==> src/rtl/pctb_pkg.sv <==
// Package for the per-client token bucket table.
// Holds the shared types, register indexes, verdict codes and fixed constants.
// No dependencies.
package pctb_pkg;

    localparam int KEY_W   = 32;
    localparam int TIME_W  = 32;
    localparam int LEVEL_W = 24;
    localparam int CNT32_W = 32;
    localparam int PROD_W  = TIME_W + LEVEL_W;

    // One whole token in Q8 fixed point.
    localparam logic [LEVEL_W-1:0] ONE_TOKEN_Q8 = 24'd256;

    localparam logic [LEVEL_W-1:0] CAPACITY_RESET = 24'd2560;
    localparam logic [LEVEL_W-1:0] RATE_RESET     = 24'd256;

    typedef enum logic [0:0] {
        CFG_CAPACITY = 1'b0,
        CFG_RATE     = 1'b1
    } cfg_index_t;

    typedef enum logic [1:0] {
        VERDICT_ALLOW      = 2'd0,
        VERDICT_NO_TOKENS  = 2'd1,
        VERDICT_TABLE_FULL = 2'd2
    } verdict_t;

    typedef enum logic [2:0] {
        ST_IDLE,
        ST_SEARCH,
        ST_MUL,
        ST_ADD,
        ST_FIN
    } state_t;

    // Search record handed from cell to cell.
    typedef struct packed {
        logic               active;
        logic               hit;
        logic [KEY_W-1:0]   key;
        logic [LEVEL_W-1:0] level;
        logic [TIME_W-1:0]  last_time;
    } rec_t;

    // Entry write broadcast to every cell.
    typedef struct packed {
        logic               we;
        logic [KEY_W-1:0]   key;
        logic [LEVEL_W-1:0] level;
        logic [TIME_W-1:0]  last_time;
    } wr_t;

endpackage

==> src/rtl/pctb_cell.sv <==
// One table cell: holds one client entry and compares it against the passing search record.
// Depends on pctb_pkg.
module pctb_cell
    import pctb_pkg::*;
#(
    parameter int IDX    = 0,
    parameter int SLOT_W = 6,
    parameter int CNT_W  = 7
) (
    input  logic              clk,
    input  logic              rst_n,
    input  logic [CNT_W-1:0]  count,
    input  rec_t              rec_in,
    input  logic [SLOT_W-1:0] slot_in,
    output rec_t              rec_out,
    output logic [SLOT_W-1:0] slot_out,
    input  wr_t               wr,
    input  logic [SLOT_W-1:0] wr_slot
);

    logic [KEY_W-1:0]   key_reg;
    logic [LEVEL_W-1:0] level_reg;
    logic [TIME_W-1:0]  time_reg;
    rec_t               rec_reg;
    rec_t               rec_next;
    logic               active_reg;
    logic [SLOT_W-1:0]  slot_reg;
    logic [SLOT_W-1:0]  slot_next;
    logic               match;

    // Only the first matching entry in use claims the record.
    assign match = rec_in.active && !rec_in.hit && (CNT_W'(IDX) < count)
                   && (key_reg == rec_in.key);

    always_comb
    begin
        rec_next  = rec_in;
        slot_next = slot_in;
        if (match)
        begin
            rec_next.hit       = 1'b1;
            rec_next.level     = level_reg;
            rec_next.last_time = time_reg;
            slot_next          = SLOT_W'(IDX);
        end
    end

    always_ff @(posedge clk or negedge rst_n)
    begin
        if (!rst_n)
        begin
            active_reg <= 1'b0;
        end
        else
        begin
            active_reg <= rec_next.active;
        end
    end

    always_ff @(posedge clk)
    begin
        rec_reg  <= rec_next;
        slot_reg <= slot_next;
        if (wr.we && (wr_slot == SLOT_W'(IDX)))
        begin
            key_reg   <= wr.key;
            level_reg <= wr.level;
            time_reg  <= wr.last_time;
        end
    end

    // The valid flag comes from the reset register; the rest of the record needs no reset.
    always_comb
    begin
        rec_out        = rec_reg;
        rec_out.active = active_reg;
    end

    assign slot_out = slot_reg;

endmodule

==> config.mk <==
export PLATFORM = sky130hd
export DESIGN_NAME = pctb_cell
export DESIGN_NICKNAME = d
export VERILOG_FILES = /design/src/rtl/pctb_pkg.sv /design/src/rtl/pctb_cell.sv
export SDC_FILE = /design/constraint.sdc
export NUM_CORES = 1
export LEC_CHECK = 0
export ABC_CLOCK_PERIOD_IN_PS = 2500
export BUFFER_PORTS_ARGS = -buffer_cell sky130_fd_sc_hd__clkbuf_2
export CAP_MARGIN = 10
export CORE_MARGIN = 2
export CORE_UTILIZATION = 45
export DETAILED_ROUTE_END_ITERATION = 10
export MAX_ROUTING_LAYER = met4
export PLACE_DENSITY = 0.89
export SYNTH_ARGS = -nofsm -noshare
export SYNTH_HDL_FRONTEND = slang
export SYNTH_SLANG_ARGS = --single-unit
==> constraint.sdc <==
create_clock -name clk -period 2.5 [get_ports clk]
set_input_delay 0.25 -clock clk [delete_from_list [all_inputs] [get_ports clk]]
set_output_delay 0.25 -clock clk [all_outputs]
set_load 0.01 [all_outputs]
# Word-level counts from Yosys, hierarchy flattened

Index checks and enable logic that the tools add are counted.

Bits in registers: 184
Word-level logic and storage cells: 18
Input port bits: 200

Equal/unequal tests: 1
Order comparisons: 1
Reductions and logical operators: 6
Mux-type cells: 1

Operator list:

| kind                                               | number |
|---|---|
| 2-to-1 mux 56 bit                                  | 1 |
| equality test 32 bit                               | 1 |
| < comparator 1 x 7 -> 1 bit (first input constant) | 1 |
| zero test 6 bit                                    | 1 |
| logical AND 1 bit                                  | 4 |
| zero test 1 bit                                    | 1 |

# Logic depth before layout (Yosys ltp)

Gate-level depths: netlist of run 1.

Depth in word-level cells: 5
Depth in mapped cells: 6
Depth with buffers taken out: 5

# Worst setup path before layout of run 1

OpenSTA, ideal clock, no wires.

Path kind: in2reg
Start point: input wr_slot[2]
End point: register key_reg[0] (enable)
Setup slack: -7.489 ns
Data arrival time: 9.228 ns
Required time: 1.739 ns
Buffers on the path: 0
Stages on the path: 2
Library setup time: 0.761 ns
Cells stage by stage: or4b_2 nor4_1

Word-level cells in the longest chain between the ends: 2

Ends and longest elaborated chain:

| element              | line            | source |
|---|---|---|
| from (decl)          | pctb_cell.sv:18 | `input logic [SLOT_W-1:0] wr_slot` |
| zero test 6 bit      | pctb_cell.sv:64 | `if (wr.we && (wr_slot == SLOT_W'(IDX)))` |
| logical AND 1 bit    | pctb_cell.sv:64 |  |
| to (signal assigned) | pctb_cell.sv:66 | `key_reg <= wr.key;` |
| to (decl)            | pctb_cell.sv:21 | `logic [KEY_W-1:0] key_reg;` |

Every way passes these cells.
A chain may end at the register's enable or synchronous reset.

==> run_results.csv, run 1 <==
group,metric,value,unit
layout,area_growth,59.3,%
layout,final_core_util,0.728,
synth,ys_warn_count,0,
synth,syn_nets,503,
timing,setup_viol,0,
outcome,run_status,"finished clean",
synth,synth_area_leaders,"edfxtp_1 46%, dfxtp_1 33%, mux2_2 10%",
synth,synth.largest_area_cell,"edfxtp_1",
floorplanning,die_w,117,µm
timing,hold_viol_final,0,
layout,final_area,0.00911,mm²
layout,fin_nets,926,
worst_hold_path,hold_path.class,"primary input to flop",
cts,htreeDepth,4,
cts,cts_sinks,184,
detailed_routing,wl_per_cell,17.6,µm
global_route,grt_max_degree,46,
floorplanning,rows,41,
floorplanning,num_io_pins,296,
layout,largest_register_ffs,89,
worst_setup_path,crit_path_end_kind,"flop",
cts,cts_tree,"done",
cts,cts-root-buf,"clkbuf_16",
cts,clkTransAtPathRegs,0.06,ns
global_route,grt_pass1_wl,22.7,mm
synth,synth_flop_cell,"dfxtp_1",
placed_design,dp_hpwl,9.93,mm
detailed_routing,drtAntennaViolNets,0,
global_route,antenna_found_initial,2,
timing,fmax,421,MHz
worst_setup_path,rr_worst_depth,6,
placed_design,gp_congestion,0.778,
layout,drive_gt1_frac,0.518,
placed_design,place.port_buffers,295,
synth,synth_area,0.00572,mm²
timing,worstMarginPinSlew,0.403,ns
cts,post_cts_buffers,0,
cts,numCtsBuffers,17,
synth,synth_cells,303,
floorplanning,core_area,0.0125,mm²
timing,slew_violations,0,
synth,synthArstFlopShare,0.00543,
detailed_routing,dr.pass1.iters,4,
cts,clock_latency,0.42,ns
synth,synth_commonest_cells,"95 x dfxtp_1, 88 x edfxtp_1, 51 x mux2_2",
cts,clockBufferDepth,2,
global_route,grt-ovfl-total,0,
power,ir_worst_vdd,0.475,mV
synth,synth-seq-cells,184,
timing,finalCritPeriodShare,0.951,
detailed_routing,drt_iter0_markers,193,
detailed_routing,viasPerCell,4.58,
synth,yosysTopAreaCellShare,0.462,
worst_setup_path,critPathLaunchType,"primary input",
worst_setup_path,critPathKind,"primary input to flop",
worst_setup_path,critPathArrivalTime,2.67,ns
power,power,6.33,mW
floorplanning,die_h,117,µm
synth,syn_area_per_cell,18.9,µm²
timing,fin_skew,0.0120,ns
floorplanning,initial_core_util,0.457,
layout,fin_cells,913,
detailed_routing,wirelength,16.1,mm
timing,rsz0062_at_grt,"no",
worst_hold_path,min_path_cells,1,
worst_setup_path,worstPathRequired,2.79,ns
timing,max_slew_margin,0.729,
global_route,grt_usage,0.239,
synth,synth_edf_count,88,
run,max-cap-violations,0,
placed_design,dp.cells,767,
power,p_per_area,695,mW/mm²
detailed_routing,drc,0,
power,p_leak,3.98,nW
global_route,first_global_vias,4530,
synth,synth_seq_area_share,0.799,
floorplanning,die-area,0.0136,mm²
placed_design,dpl_cell_area,0.00742,mm²
worst_setup_path,path_max_fanout,40,
timing,fin_crit,2.38,ns
detailed_routing,vias,4180,
synth,synth_most_common_cell,"dfxtp_1",
synth,synth_cell_types,19,
## power by group
group	internal (mW)	leakage [nW]	switching (mW)	total [mW]
Clock	1.45	0.275	1.07	2.52
Sequential	3.25	1.60	0.0313	3.28
Combinational	0.327	2.10	0.207	0.534
## worst max-delay path: stages
cell and delay (ns):
dlygate4sd3_1 0.55, clkbuf_2 0.13, xor2_1 0.17, nor4_1 0.33
nand3_1 0.19, nor4_4 0.36, buf_12 0.29, mux2_1 0.38
## area by class of cell
cell class                 count  area (µm²)
antenna                        2        5.00
clock buffer                  24         482
clock inverter                 8        72.6
fill                         767        3400
multi-input combinational    112        1100
sequential                   184        4570
tap                          172         215
timing repair buffer         411        2670
## stage by stage
step | setup slack (ns) | TNS (ns) | hold slack [ns]
2_1_floorplan | -1.59 | -139.74 | -0.0456
3_3_place_gp | 0.171 | 0 | 0.0263
3_5_place_dp | 0.173 | 0 | 0.0345
4_1_cts | 0.0758 | 0 | 0.000578
5_1_grt | 0.0471 | 0 | 0.00108
6_report | 0.123 | 0 | 0.0190
## repair_timing
action	in CTS	in global routing
endpoints found under the setup margin	0	16
resized for setup	0	2
hold buffers	107	5
endpoints found under the hold margin	107	5
## per-layer routing
metal | up-vias | track usage | wire length, µm
met4 | 0 | 0.115 | 511
li1 | 1945 | - | -
met3 | 49 | 0.0768 | 1080
met5 | - | - | 0
met1 | 1971 | 0.223 | 5610
met2 | 215 | 0.439 | 8900
## final timing paths
path                                         from                endpoint  slack [ns]
setup / recovery                       rec_in[86]     rec_out[11]$_DFF_P_        0.12
hold / removal                             wr[36]  level_reg[4]$_DFFE_PP_        0.02
setup reg to reg             key_reg[5]$_DFFE_PP_     rec_out[11]$_DFF_P_        0.23
hold reg to reg            time_reg[10]$_DFFE_PP_     rec_out[10]$_DFF_P_        0.46
max in group asynchronous                   rst_n    active_reg$_DFF_PN0_        2.27
min in group asynchronous                   rst_n    active_reg$_DFF_PN0_        0.14
## cell families (layout without fill, tap and decap cells)
family / after synthesis / after routing / share of synthesized area
other: 0 / 2 / 0
DFF: 184 / 184 / 0.799
muxes: 56 / 56 / 0.110
and+or+nand+nor: 24 / 24 / 0.0289
buffers and inverters: 7 / 443 / 0.0131
xor gates and xnor gates: 32 / 32 / 0.0490
## layout by cell type, fill, tap and decap left out
cell,synthesis,routed
clkbuf_2,0,295
dlygate4sd3_1,0,112
dfxtp_1,95,95
edfxtp_1,88,88
mux2_2,51,51
xor2_1,27,27
clkbuf_16,0,17
nor4_1,8,6
nor2b_1,6,6
xnor2_1,5,5
mux2_1,5,5
clkbuf_1,0,4
clkinv_2,0,4
clkbuf_8,0,3
buf_12,0,3
diode_2,0,2
nor3_1,2,2
nand4_1,2,2
nor4_4,1,2
nand2_1,1,1
nand4b_1,1,1
nand3_1,1,1
nor4_2,0,1
or4b_4,0,1
or2_2,1,1
dfrtp_1,1,1
inv_4,0,1
clkinvlp_4,0,1
bufinv_16,0,1
inv_6,0,1
buf_6,6,1
No activity file was read; power rests on OpenSTA's default activity.
==> run 2: changes to the inputs <==
PLACE_DENSITY = 0.8   (was 0.89)
==> run 2 against run 1 <==
Clock skew fell by 0.0029 ns. Cell count rose by 0.55%. Flip-flop and latch count did not move. Worst setup slack improved by 0.011 ns. First-iteration DRC count fell by 22%. Critical path type unchanged. Count of clock-buffer cells in the layout rose by 1. Combinational power barely moved. Total power rose by 2.8%. Non-clock buffer count rose by 6. Utilization rose by 0.89 points. Design area rose by 1.2%. Global-route usage fell by 0.79 points.
==> run_results.csv, run 2 (synthesis results as in run 1) <==
group,metric,value,unit
worst_setup_path,slowest_delay,0.55,ns
worst_setup_path,crit_path_end_kind,"flop",
global_route,grt_usage,0.231,
global_route,grt_pass1_wl,22.2,mm
placed_design,dp_hpwl,9.39,mm
floorplanning,die_w,117,µm
worst_setup_path,critPathKind,"primary input to flop",
detailed_routing,vias,4153,
worst_setup_path,path_max_fanout,27,
power,p_per_area,706,mW/mm²
worst_setup_path,slowest_stage,"dlygate4sd3_1",
layout,final_common_cell,"clkbuf_2",
detailed_routing,wirelength,15.6,mm
detailed_routing,drt_iter0_markers,151,
timing,max_slew_margin,0.756,
outcome,run_status,"finished clean",
worst_setup_path,reg2reg_setup_slack,0.25,ns
floorplanning,rows,41,
power,p_clk_frac,0.415,
cts,clock_latency,0.42,ns
floorplanning,core_area,0.0125,mm²
worst_hold_path,hold_path.class,"primary input to flop",
worst_setup_path,critPathArrivalTime,2.67,ns
power,p_switching,1.30,mW
power,ir_worst_vdd,0.511,mV
power,swShare,0.200,
timing,fin_skew,0.00907,ns
layout,fillCellCount,780,
placed_design,gp_congestion,0.829,
floorplanning,initial_core_util,0.457,
floorplanning,die_h,117,µm
global_route,antenna_found_initial,0,
timing,finalCritPeriodShare,0.946,
timing,rsz0062_at_grt,"no",
cts,cts_tree,"done",
run,max-cap-violations,0,
global_route,first_global_vias,4497,
layout,fin_nets,932,
cts,cts-root-buf,"clkbuf_16",
cts,clockBufferDepth,2,
worst_setup_path,worstPathRequired,2.81,ns
global_route,grt-ovfl-total,0,
detailed_routing,dr.pass1.iters,4,
placed_design,place.port_buffers,295,
detailed_routing,drtAntennaViolNets,0,
layout,register_area,0.00457,mm²
power,p_leak,4.03,nW
detailed_routing,drc,0,
timing,worstMarginPinSlew,0.363,ns
layout,area_growth,61.3,%
cts,cts_sinks,184,
layout,layout_common_cells,"295 x clkbuf_2, 116 x dlygate4sd3_1, 95 x dfxtp_1, 88 x edfxtp_1, 51 x mux2_2",
timing,fmax,423,MHz
layout,multiInputGateArea,0.00110,mm²
layout,largest_register_ffs,89,
floorplanning,num_io_pins,296,
detailed_routing,wl_per_cell,17.0,µm
timing,fin_crit,2.37,ns
power,combPwrFrac,0.082,
timing,setup_tns,0,ns
power,pwr-share-seq,0.503,
cts,numCtsBuffers,17,
layout,drive_gt1_frac,0.518,
cts,clkTransAtPathRegs,0.06,ns
power,p_int,5.21,mW
floorplanning,die-area,0.0136,mm²
global_route,grt_max_degree,55,
timing,whs,0.0180,ns
timing,setup_viol,0,
detailed_routing,viasPerCell,4.52,
cts,htreeDepth,4,
timing,slew_violations,0,
worst_setup_path,path_cells,"dlygate4sd3_1 -> clkbuf_2 -> xor2_1 -> nor4_1 -> nand4_1 -> nor4_4 -> buf_4 -> buf_8 -> mux2_2",
timing,hold_viol_final,0,
worst_setup_path,critPathLaunchType,"primary input",
run 2: cell types whose count changed in the layout (fill, tap and decap cells not counted), sizes merged:
cell / previous run / this run
buf: 4 / 5
inv: 2 / 0
bufinv: 1 / 2
diode: 2 / 1
clkbuf: 319 / 321
dlygate4sd3: 112 / 116
run 2: power by group through the flow:
stage	clock [mW]	combinational, mW	sequential, mW
finish	2.70	0.534	3.27
global route	2.86	0.577	3.28
CTS	2.73	0.522	3.27
detailed placement	0	0.374	3.34
global placement	0	0.363	3.33
floorplan	0	0.0701	3.38
run 2: cell type report:
type                       count  area share
sequential                   184       0.495
timing repair buffer         417       0.296
multi-input combinational    112       0.119
clock buffer                  25      0.0560
tap                          172      0.0233
clock inverter                 7     0.00949
antenna                        1    0.000271
run 2: timing repair:
| action | in CTS | in global routing |
|---|---|---|
| gates resized for setup | 0 | 4 |
| hold buffers | 114 | 2 |
| setup buffers | 0 | 1 |
| endpoints found under the hold margin | 114 | 2 |
| endpoints found under the setup margin | 0 | 53 |
run 2: worst max-delay path, delay by kind of cell:
| kind | cells | cell delay [ns] |
|---|---|---|
| AND/OR/NAND/NOR | 3 | 0.77 |
| XOR/XNOR | 1 | 0.16 |
| multiplexers | 1 | 0.37 |
| buffers and inverters | 4 | 1.11 |
run 2: stage by stage:
stage | utilization | cells | total power [mW] | instance area, µm² | setup slack, ns
6_report | 0.737 | 918 | 6.51 | 9230 | 0.134
5_1_grt | 0.737 | 917 | 6.72 | 9220 | 0.0160
4_1_cts | 0.733 | 913 | 6.53 | 9170 | 0.0456
3_5_place_dp | 0.593 | 767 | 3.71 | 7420 | 0.127
3_3_place_gp | 0.593 | 767 | 3.70 | 7420 | 0.183
2_1_floorplan | - | 303 | 3.45 | 5740 | -1.59
run 2: layer usage:
layer,global-route usage,up-vias,routed length (µm)
li1,-,1959,-
met1,0.216,1926,5290
met2,0.404,216,8540
met3,0.0856,52,1270
met4,0.135,0,518
met5,-,-,0
run 2: worst paths after layout:
kind	end	cells after the start	from
min	time_reg[16]$_DFFE_PP_	1	wr[16]
min reg2reg	rec_out[9]$_DFF_P_	1	time_reg[9]$_DFFE_PP_
max reg2reg	rec_out[1]$_DFF_P_	7	key_reg[1]$_DFFE_PP_
min in group asynchronous	active_reg$_DFF_PN0_	2	rst_n
max in group asynchronous	active_reg$_DFF_PN0_	2	rst_n
max	rec_out[1]$_DFF_P_	9	rec_in[67]
